--- config.mk ---
export PLATFORM = sky130hd
export DESIGN_NAME = csv_field_row_indexer
export DESIGN_NICKNAME = d
export VERILOG_FILES = /design/src/hw/rtl/cfri_pkg.sv /design/src/hw/rtl/cfri_front.sv /design/src/hw/rtl/cfri_queue.sv /design/src/hw/rtl/cfri_back.sv /design/src/hw/rtl/csv_field_row_indexer.sv
export SDC_FILE = /design/constraint.sdc
export NUM_CORES = 1
export LEC_CHECK = 0
export ABC_AREA = 1
export BUFFER_PORTS_ARGS = -buffer_cell sky130_fd_sc_hd__buf_4
export CORE_UTILIZATION = 25
export CTS_CLUSTER_SIZE = 20
export DETAILED_ROUTE_END_ITERATION = 10
export SLEW_MARGIN = 20
export SYNTH_ARGS = -nofsm -noshare
export SYNTH_HDL_FRONTEND = slang
export SYNTH_HIERARCHICAL = 1
export SYNTH_SLANG_ARGS = --single-unit
--- constraint.sdc ---
create_clock -name clk -period 4.2 [get_ports clk]
set_input_delay 0.42 -clock clk [delete_from_list [all_inputs] [get_ports clk]]
set_output_delay 0.42 -clock clk [all_outputs]
set_load 0.05 [all_outputs]
--- src/hw/rtl/cfri_pkg.sv ---
`default_nettype none

package cfri_pkg;

  // Default widths of the stream counters.
  localparam int POS_BITS_DEF   = 32;
  localparam int COUNT_BITS_DEF = 16;

  // Row numbers always use the full width of the result field.
  localparam int ROW_BITS = 32;

  // Field widths of the result channel.
  localparam int OUT_POS_BITS   = 32;
  localparam int OUT_COUNT_BITS = 16;

  // Byte codes with a fixed meaning.
  localparam logic [7:0] BYTE_NUL     = 8'd0;
  localparam logic [7:0] BYTE_CR      = 8'd13;
  localparam logic [7:0] BYTE_LF      = 8'd10;
  localparam logic [7:0] BYTE_QUOTE   = 8'd34;
  localparam logic [7:0] DELIM_RESET  = 8'd59;

  // Input action codes.
  localparam logic ACTION_BYTE = 1'b0;
  localparam logic ACTION_EOF  = 1'b1;

  // Queue between the classifier and the state engine.
  localparam int Q_DEPTH    = 4;
  localparam int Q_PTR_BITS = $clog2(Q_DEPTH);
  localparam int Q_CNT_BITS = Q_PTR_BITS + 1;
  localparam logic [Q_CNT_BITS-1:0] Q_FULL_CNT = Q_CNT_BITS'(Q_DEPTH);

  // Classified operation carried through the queue.
  typedef enum logic [2:0] {
    OP_TEXT,
    OP_QUOTE,
    OP_DELIM,
    OP_NEWLINE,
    OP_EOF
  } op_t;

  // Result kinds.
  typedef enum logic [1:0] {
    KIND_FIELD = 2'd0,
    KIND_ROW   = 2'd1,
    KIND_EOF   = 2'd2
  } kind_t;

  // One queue entry with its valid flag.
  typedef struct packed {
    logic valid;
    op_t  op;
  } q_req_t;

endpackage

`default_nettype wire

--- src/hw/rtl/cfri_front.sv ---
`default_nettype none

module cfri_front (
  input  wire logic            clk,
  input  wire logic            rst_n,
  input  wire logic            cfg_we,
  input  wire logic [7:0]      cfg_wdata,
  input  wire logic            in_valid,
  input  wire logic            in_stall,
  input  wire logic            in_action,
  input  wire logic [7:0]      in_text_byte,
  output cfri_pkg::q_req_t     push
);

  logic [7:0] delimiter_r;
  logic       accept;
  logic       drop;

  always_ff @(posedge clk) begin
    if (!rst_n) begin
      delimiter_r <= cfri_pkg::DELIM_RESET;
    end else if (cfg_we) begin
      delimiter_r <= cfg_wdata;
    end
  end

  assign accept = in_valid && !in_stall;

  // NUL and CR vanish here and never reach the queue.
  assign drop = (in_action == cfri_pkg::ACTION_BYTE) &&
                (in_text_byte inside {cfri_pkg::BYTE_NUL, cfri_pkg::BYTE_CR});

  // Priority: end of file, quote, delimiter, newline, anything else.
  always_comb begin
    push.valid = accept && !drop;
    if (in_action == cfri_pkg::ACTION_EOF) begin
      push.op = cfri_pkg::OP_EOF;
    end else if (in_text_byte == cfri_pkg::BYTE_QUOTE) begin
      push.op = cfri_pkg::OP_QUOTE;
    end else if (in_text_byte == delimiter_r) begin
      push.op = cfri_pkg::OP_DELIM;
    end else if (in_text_byte == cfri_pkg::BYTE_LF) begin
      push.op = cfri_pkg::OP_NEWLINE;
    end else begin
      push.op = cfri_pkg::OP_TEXT;
    end
  end

endmodule

`default_nettype wire

--- src/hw/rtl/cfri_queue.sv ---
`default_nettype none

module cfri_queue (
  input  wire logic              clk,
  input  wire logic              rst_n,
  input  wire cfri_pkg::q_req_t  push,
  input  wire logic              pop,
  output logic                   full,
  output cfri_pkg::q_req_t       head
);

  cfri_pkg::op_t                     mem_r [cfri_pkg::Q_DEPTH];
  logic [cfri_pkg::Q_PTR_BITS-1:0]   wr_ptr_r, rd_ptr_r;
  logic [cfri_pkg::Q_CNT_BITS-1:0]   count_r, count_nxt;
  logic                              do_push, do_pop;

  assign full       = (count_r == cfri_pkg::Q_FULL_CNT);
  assign head.valid = (count_r != '0);
  assign head.op    = mem_r[rd_ptr_r];

  // The front only pushes while not full; the back only pops a valid head.
  assign do_push = push.valid && !full;
  assign do_pop  = pop && head.valid;

  always_comb begin
    count_nxt = count_r;
    if (do_push && !do_pop) begin
      count_nxt = count_r + 1'b1;
    end else if (do_pop && !do_push) begin
      count_nxt = count_r - 1'b1;
    end
  end

  always_ff @(posedge clk) begin
    if (do_push) begin
      mem_r[wr_ptr_r] <= push.op;
    end
  end

  always_ff @(posedge clk) begin
    if (!rst_n) begin
      wr_ptr_r <= '0;
      rd_ptr_r <= '0;
      count_r  <= '0;
    end else begin
      count_r <= count_nxt;
      if (do_push) begin
        wr_ptr_r <= wr_ptr_r + 1'b1;
      end
      if (do_pop) begin
        rd_ptr_r <= rd_ptr_r + 1'b1;
      end
    end
  end

endmodule

`default_nettype wire

--- src/hw/rtl/cfri_back.sv ---
`default_nettype none

module cfri_back #(
  parameter int POS_BITS   = cfri_pkg::POS_BITS_DEF,
  parameter int COUNT_BITS = cfri_pkg::COUNT_BITS_DEF
) (
  input  wire logic                                 clk,
  input  wire logic                                 rst_n,
  input  wire cfri_pkg::q_req_t                     head,
  output logic                                      pop,
  output logic                                      out_valid,
  input  wire logic                                 out_stall,
  output logic [1:0]                                out_kind,
  output logic [cfri_pkg::OUT_POS_BITS-1:0]         out_position,
  output logic [cfri_pkg::ROW_BITS-1:0]             out_row_number,
  output logic [cfri_pkg::OUT_COUNT_BITS-1:0]       out_field_count,
  output logic                                      out_row_mismatch,
  output logic                                      out_file_ok
);

  logic                              in_quotes_r,  in_quotes_nxt;
  logic [POS_BITS-1:0]               offset_r,     offset_nxt;
  logic [COUNT_BITS-1:0]             fields_r,     fields_nxt;
  logic [COUNT_BITS-1:0]             expected_r,   expected_nxt;
  logic [cfri_pkg::ROW_BITS-1:0]     row_r,        row_nxt;
  logic                              healthy_r,    healthy_nxt;

  logic                              out_valid_r,  out_valid_nxt;
  cfri_pkg::kind_t                   kind_r,       kind_nxt;
  logic [POS_BITS-1:0]               pos_r,        pos_nxt;
  logic [cfri_pkg::ROW_BITS-1:0]     orow_r,       orow_nxt;
  logic [COUNT_BITS-1:0]             ocount_r,     ocount_nxt;
  logic                              mismatch_r,   mismatch_nxt;
  logic                              ok_r,         ok_nxt;

  logic                              emit;

  // A result slot is free when empty or being taken this cycle.
  assign pop = head.valid && (!out_valid_r || !out_stall);

  always_comb begin
    in_quotes_nxt = in_quotes_r;
    offset_nxt    = offset_r;
    fields_nxt    = fields_r;
    expected_nxt  = expected_r;
    row_nxt       = row_r;
    healthy_nxt   = healthy_r;
    emit          = 1'b0;
    kind_nxt      = kind_r;
    pos_nxt       = offset_r;
    orow_nxt      = row_r;
    ocount_nxt    = fields_r;
    mismatch_nxt  = 1'b0;
    ok_nxt        = healthy_r;

    if (pop) begin
      if (head.op == cfri_pkg::OP_EOF) begin
        emit     = 1'b1;
        kind_nxt = cfri_pkg::KIND_EOF;
        // With no newline seen the open row gives the column count.
        if (row_r != cfri_pkg::ROW_BITS'(1)) begin
          ocount_nxt = expected_r;
        end
        in_quotes_nxt = 1'b0;
        offset_nxt    = '0;
        fields_nxt    = COUNT_BITS'(1);
        expected_nxt  = '0;
        row_nxt       = cfri_pkg::ROW_BITS'(1);
        healthy_nxt   = 1'b1;
      end else begin
        if (offset_r != '1) begin
          offset_nxt = offset_r + 1'b1;
        end
        if (head.op == cfri_pkg::OP_QUOTE) begin
          in_quotes_nxt = !in_quotes_r;
        end else if (!in_quotes_r) begin
          case (head.op)
            cfri_pkg::OP_DELIM: begin
              if (fields_r != '1) begin
                fields_nxt = fields_r + 1'b1;
              end
              emit       = 1'b1;
              kind_nxt   = cfri_pkg::KIND_FIELD;
              ocount_nxt = fields_nxt;
            end
            cfri_pkg::OP_NEWLINE: begin
              if (expected_r == '0) begin
                expected_nxt = fields_r;
              end else if (expected_r != fields_r) begin
                mismatch_nxt = 1'b1;
                healthy_nxt  = 1'b0;
              end
              emit       = 1'b1;
              kind_nxt   = cfri_pkg::KIND_ROW;
              ok_nxt     = healthy_nxt;
              fields_nxt = COUNT_BITS'(1);
              if (row_r != '1) begin
                row_nxt = row_r + 1'b1;
              end
            end
            default: begin
            end
          endcase
        end
      end
    end

    if (pop && emit) begin
      out_valid_nxt = 1'b1;
    end else if (out_stall) begin
      out_valid_nxt = out_valid_r;
    end else begin
      out_valid_nxt = 1'b0;
    end
  end

  always_ff @(posedge clk) begin
    if (!rst_n) begin
      in_quotes_r <= 1'b0;
      offset_r    <= '0;
      fields_r    <= COUNT_BITS'(1);
      expected_r  <= '0;
      row_r       <= cfri_pkg::ROW_BITS'(1);
      healthy_r   <= 1'b1;
      out_valid_r <= 1'b0;
    end else begin
      in_quotes_r <= in_quotes_nxt;
      offset_r    <= offset_nxt;
      fields_r    <= fields_nxt;
      expected_r  <= expected_nxt;
      row_r       <= row_nxt;
      healthy_r   <= healthy_nxt;
      out_valid_r <= out_valid_nxt;
    end
  end

  always_ff @(posedge clk) begin
    if (pop && emit) begin
      kind_r     <= kind_nxt;
      pos_r      <= pos_nxt;
      orow_r     <= orow_nxt;
      ocount_r   <= ocount_nxt;
      mismatch_r <= mismatch_nxt;
      ok_r       <= ok_nxt;
    end
  end

  assign out_valid        = out_valid_r;
  assign out_kind         = kind_r;
  assign out_position     = cfri_pkg::OUT_POS_BITS'(pos_r);
  assign out_row_number   = orow_r;
  assign out_field_count  = cfri_pkg::OUT_COUNT_BITS'(ocount_r);
  assign out_row_mismatch = mismatch_r;
  assign out_file_ok      = ok_r;

`ifndef SYNTH
  // A flagged row always clears the health flag it reports.
  a_mismatch_clears_ok: assert property (@(posedge clk) disable iff (!rst_n)
    out_valid_r && mismatch_r |-> !ok_r)
    else $error("row mismatch reported with file_ok set");

  // Only row ends can carry a mismatch.
  a_mismatch_on_row_only: assert property (@(posedge clk) disable iff (!rst_n)
    out_valid_r && (kind_r != cfri_pkg::KIND_ROW) |-> !mismatch_r)
    else $error("mismatch on a non-row result");

  // A held result is never overwritten by a new one.
  a_no_overwrite: assert property (@(posedge clk) disable iff (!rst_n)
    out_valid_r && out_stall |-> !pop)
    else $error("result register loaded while stalled");
`endif

endmodule

`default_nettype wire

--- src/hw/rtl/csv_field_row_indexer.sv ---
// Channel   Direction  Handshake           Payload
// cfg       in         cfg_we              cfg_wdata (delimiter byte)
// in        in         in_valid/in_stall   in_action, in_text_byte
// out       out        out_valid/out_stall out_kind, out_position, out_row_number,
//                                          out_field_count, out_row_mismatch, out_file_ok
//
// One request is taken per clock while in_stall is low; the sustained rate is
// one byte per cycle while out_stall is low. A request is first stored in the
// queue, and its result is then held in the result register of the state engine.
// The four-entry queue sets how far the input runs ahead of a stalled output;
// in_stall rises only when that queue is full.
// Reset is synchronous and active low; it restores the delimiter to ';' and
// the stream counters to the start of a file.
`default_nettype none

module csv_field_row_indexer #(
  parameter int POS_BITS   = cfri_pkg::POS_BITS_DEF,
  parameter int COUNT_BITS = cfri_pkg::COUNT_BITS_DEF
) (
  input  wire logic                               clk,
  input  wire logic                               rst_n,
  input  wire logic                               cfg_we,
  input  wire logic [7:0]                         cfg_wdata,
  input  wire logic                               in_valid,
  output logic                                    in_stall,
  input  wire logic                               in_action,
  input  wire logic [7:0]                         in_text_byte,
  output logic                                    out_valid,
  input  wire logic                               out_stall,
  output logic [1:0]                              out_kind,
  output logic [cfri_pkg::OUT_POS_BITS-1:0]       out_position,
  output logic [cfri_pkg::ROW_BITS-1:0]           out_row_number,
  output logic [cfri_pkg::OUT_COUNT_BITS-1:0]     out_field_count,
  output logic                                    out_row_mismatch,
  output logic                                    out_file_ok
);

  // The front classifies each request against the delimiter and drops NUL
  // and CR bytes, so they take no queue slot and never move the position.
  cfri_pkg::q_req_t push;
  cfri_pkg::q_req_t head;
  logic             pop;
  logic             q_full;

  // The input side stalls only on a full queue, never on the output stall,
  // so a waiting result does not block new requests.
  assign in_stall = q_full;

  cfri_front u_front (
    .clk          (clk),
    .rst_n        (rst_n),
    .cfg_we       (cfg_we),
    .cfg_wdata    (cfg_wdata),
    .in_valid     (in_valid),
    .in_stall     (in_stall),
    .in_action    (in_action),
    .in_text_byte (in_text_byte),
    .push         (push)
  );

  cfri_queue u_queue (
    .clk   (clk),
    .rst_n (rst_n),
    .push  (push),
    .pop   (pop),
    .full  (q_full),
    .head  (head)
  );

  // The back holds the quote flag, offset, field and row counters and the
  // health flag, and drives the result register.
  cfri_back #(
    .POS_BITS   (POS_BITS),
    .COUNT_BITS (COUNT_BITS)
  ) u_back (
    .clk              (clk),
    .rst_n            (rst_n),
    .head             (head),
    .pop              (pop),
    .out_valid        (out_valid),
    .out_stall        (out_stall),
    .out_kind         (out_kind),
    .out_position     (out_position),
    .out_row_number   (out_row_number),
    .out_field_count  (out_field_count),
    .out_row_mismatch (out_row_mismatch),
    .out_file_ok      (out_file_ok)
  );

endmodule

`default_nettype wire

==> impl_metrics.py <==
metrics = {
    "sta": {
        "fin_worst_hold_slack_ns": 0.102,
        "rsz0062_at_grt": "false",
        "hold_viol": 0,
        "tightest_slew_ns": 0.842,
        "fin_crit_sh_pct": 75.1,
        "finalSetupViolCount": 0,
        "setup_tns_ns": 0,
        "fin_skew_ns": 0.0151,
        "max_freq_mhz": 317,
        "slew_headroom_pct": 43.5,
        "fin_crit_ns": 3.16,
        "report.final.slew_viol_count": 0,
        "worst_slack_ns": 1.04,
    },
    "cells_and_area": {
        "drive_above_1_share_pct": 12.9,
        "area_delta_synth_final_pct": 19.5,
        "fin_nets": 1623,
        "diodes": 0,
        "fin_util_pct": 30.2,
        "instances_no_fill": 2202,
    },
    "clock_tree": {
        "cts_root_buf": "clkbuf_16",
        "cts_max_level": 1,
        "cts_setup_buffers": 0,
        "cts_buffer_depth": 3,
        "cts_resized": 0,
        "cts.sink_count": 212,
        "cts_buffers": 25,
        "clkTransAtPathRegs_ns": 0.06,
        "hold_buffers": 0,
        "worstSkewPairLatency_ns": 0.54,
        "tritoncts": "yes",
    },
    "logic_synthesis": {
        "synth_warnings": 6,
        "synthesis.area_sq_mm": 0.0112,
        "synth-simple-area-share_pct": 34.0,
        "yosys.area.top_type_share_pct": 25.8,
        "ys_seq_area_share_pct": 46.7,
        "ys_top_cells_by_count": "nand2_1 (392), nor2_1 (271), inv_1 (145)",
        "synth_ff_type": "dfxtp_1",
        "yosysMostFrequentCell": "nand2_1",
        "synth_top_family_by_area": "simple AND/OR/NAND/NOR gates",
        "synth_edf_count": 96,
        "synth.distinct_cells": 45,
        "synth_compound_area_share_pct": 7.75,
        "synth-xor-area-share_pct": 2.75,
        "ys_seq_elements": 212,
        "synth_mux_area_share_pct": 0,
        "yosys.area.top_type": "edfxtp_1",
        "syn_avg_cell_area_sq_um": 7.45,
        "synth_fa_ha_area_share_pct": 1.19,
        "synthCells": 1497,
        "synth_area_leaders": "edfxtp_1 (26%), dfxtp_1 (21%), nand2_1 (13%)",
        "syn_nets": 1529,
        "async_flop_share_pct": 0,
    },
    "worst_setup_path": {
        "path_class": "reg -> reg",
        "path_max_fanout": 48,
        "cp_cell_sequence": "inv_1, o21ai_0, o22ai_1, nand3_2, inv_2, buf_4, nor2_2, nor2_8, nand2_2, inv_1, nand3_1, a21oi_1",
        "critPathArrivalTime_ns": 3.62,
        "slowest_delay_ns": 0.46,
        "endpoint": "u_back/expected_r[13]$_SDFFE_PN0P_",
        "r2r.worst_path.cells": 12,
        "reg2reg_to": "u_back/expected_r[13]$_SDFFE_PN0P_",
        "cp_common_cell": "inv_1",
        "crit_required_ns": 4.66,
        "ff2ff_setup_slack_ns": 1.04,
        "start_kind": "register",
        "critPathSlowestCell": "buf_4",
        "crit_path_end_kind": "register",
    },
    "floorplanning": {
        "initial_utilization_pct": 25.3,
        "ios": 108,
        "core_area_sq_mm": 0.0441,
        "die_area_sq_mm": 0.0455,
        "num_rows": 77,
        "fp.dieH_um": 213,
        "die_x_um": 213,
    },
    "global_route": {
        "grt_max_degree": 49,
        "grt_pass1_vias": 9413,
        "antenna_found_initial": 0,
        "grt_pass1_wl_um": 49600,
        "grt-ovfl-total": 0,
        "track_usage_pct": 13.7,
    },
    "power": {
        "ir_worst_vdd_mv": 0.445,
        "switchingPower_mw": 4.05,
        "power_frac_comb_pct": 42.5,
        "power_density_mw_per_mm2": 682,
        "power_frac_seq_pct": 33.7,
        "leakage_nw": 5.21,
        "pwr-share-clk_pct": 23.8,
        "p_int_mw": 5.04,
        "power_switching_share_pct": 44.5,
    },
    "routing": {
        "drc": 0,
        "post_drt_wl_per_cell_um": 14.3,
        "viasPerCell": 4.55,
        "dr.pass1.iters": 5,
        "num_vias": 10000,
        "ant_nets": 0,
        "initialDrtViolationCount": 688,
        "wirelength_um": 31400,
    },
    "run": {
        "max_cap_violations": 0,
    },
    "placed_design": {
        "hpwlAfterDp_um": 22600,
        "place.gp.congestion": 0.911,
        "dp_slack_ns": 1.11,
        "dp.cells": 2156,
        "port_buffers": 107,
    },
    "min_path": {
        "worstHoldPathCells": 3,
        "min_path_type": "in -> reg",
    },
    "run_status": {
        "status": "finished, final reports clean",
    },
}
==> cells in the final DEF (no fill, tap or decap), types with 3 or more instances in the layout <==
master,Yosys,routed
o21bai_1,4,4
inv_1,145,143
clkinv_1,2,3
nor2_2,14,15
nor3b_1,4,4
nand2_1,392,392
edfxtp_1,96,96
o22ai_1,3,3
nand2_2,7,7
nor2_1,271,270
nand3_1,105,105
nand3b_1,4,4
nor2_4,4,4
o21ai_0,56,56
nor3_2,3,3
inv_2,5,5
ha_1,9,9
o21ai_1,10,10
xnor2_1,11,11
nand3_2,4,4
clkbuf_8,0,5
xor2_1,24,24
o211ai_1,3,3
clkbuf_1,13,8
clkinv_2,0,5
buf_4,6,114
dfxtp_1,116,116
clkbuf_16,0,25
a21oi_1,86,86
nand2_4,7,7
nor3_1,23,23
nand4_1,25,25
==> power by group through the flow <==
stage | Clock [mW] | Combinational [mW] | Sequential, mW
finish | 2.17 | 3.86 | 3.06
global route | 2.31 | 4.14 | 3.12
CTS | 2.23 | 3.88 | 3.08
detailed placement | 0 | 3.87 | 3.11
global placement | 0 | 3.83 | 3.12
floorplan | 0 | 1.51 | 4.34
==> final cells by class <==
cell class	count	area, sq um
Clock buffer	38	724
Clock inverter	8	97.6
Fill cell	4860	30800
Inverter	154	584
Multi-Input combinational cell	1083	5100
Sequential cell	212	5200
Tap cell	592	741
Timing Repair Buffer	115	876
==> how the worst min path moves through the flow <==
| stage | from | to |
|---|---|---|
| 3_3_place_gp | u_back/healthy_r$_SDFFE_PN1P_ | u_back/healthy_r$_SDFFE_PN1P_ |
| 5_1_grt | cfg_wdata[4] | u_front/delimiter_r[4]$_SDFFE_PN1P_ |
| 6_report | cfg_wdata[3] | u_front/delimiter_r[3]$_SDFFE_PN1P_ |
| 2_1_floorplan | u_back/healthy_r$_SDFFE_PN1P_ | u_back/healthy_r$_SDFFE_PN1P_ |
| 4_1_cts | cfg_wdata[3] | u_front/delimiter_r[3]$_SDFFE_PN1P_ |
| 3_5_place_dp | u_back/healthy_r$_SDFFE_PN1P_ | u_back/healthy_r$_SDFFE_PN1P_ |
==> critical path, delay by kind of cell (launching register included) <==
family / cells / cell delay [ns]
buffers and inverters: 4 / 0.98
AOI/OAI and AO/OA: 3 / 0.61
DFF: 1 / 0.35
and+or+nand+nor: 5 / 1.11
==> sequential cells by signal, indices dropped and copies added, names as in the netlist, named ones only <==
| signal | count |
|---|---|
| u_back/out_position | 32 |
| u_back/out_row_mismatch | 1 |
| u_back/in_quotes_r | 1 |
| u_back/out_file_ok | 1 |
| u_back/out_valid | 1 |
| u_back/out_field_count | 16 |
| u_back/expected_r | 16 |
| u_back/out_kind | 2 |
| u_back/orow_nxt | 32 |
| u_queue/rd_ptr_r | 2 |
| u_queue/mem_r | 12 |
| u_front/delimiter_r | 8 |
| u_back/fields_r | 16 |
| u_queue/count_r | 3 |
| u_queue/wr_ptr_r | 2 |
| u_back/out_row_number | 32 |
| u_back/healthy_r | 1 |
| u_back/offset_r | 32 |
==> stage by stage <==
step / cell area (sq um) / total power, mW
6_report: 13300 / 9.09
5_1_grt: 13300 / 9.56
4_1_cts: 13300 / 9.19
3_5_place_dp: 12500 / 6.98
3_3_place_gp: 12500 / 6.95
2_1_floorplan: 11200 / 5.86
==> cell families (layout without fill, tap and decap cells) <==
logic type / count (synthesis) / in the layout
adder cells (fa/ha/maj): 10 / 10
AO/OA/AOI/OAI: 166 / 166
AND/OR/NAND/NOR: 872 / 872
buffers and inverters: 202 / 315
XOR/XNOR: 35 / 35
flip-flops: 212 / 212
==> metal layers <==
metal	wire, um	track usage [%]	share of wire, %
met4	999	5.05	3.2
met5	0	0	0
met2	14200	22.1	45
met3	1370	1.96	4.4
met1	14900	18.6	47
Power figures use the tool's default switching activity.
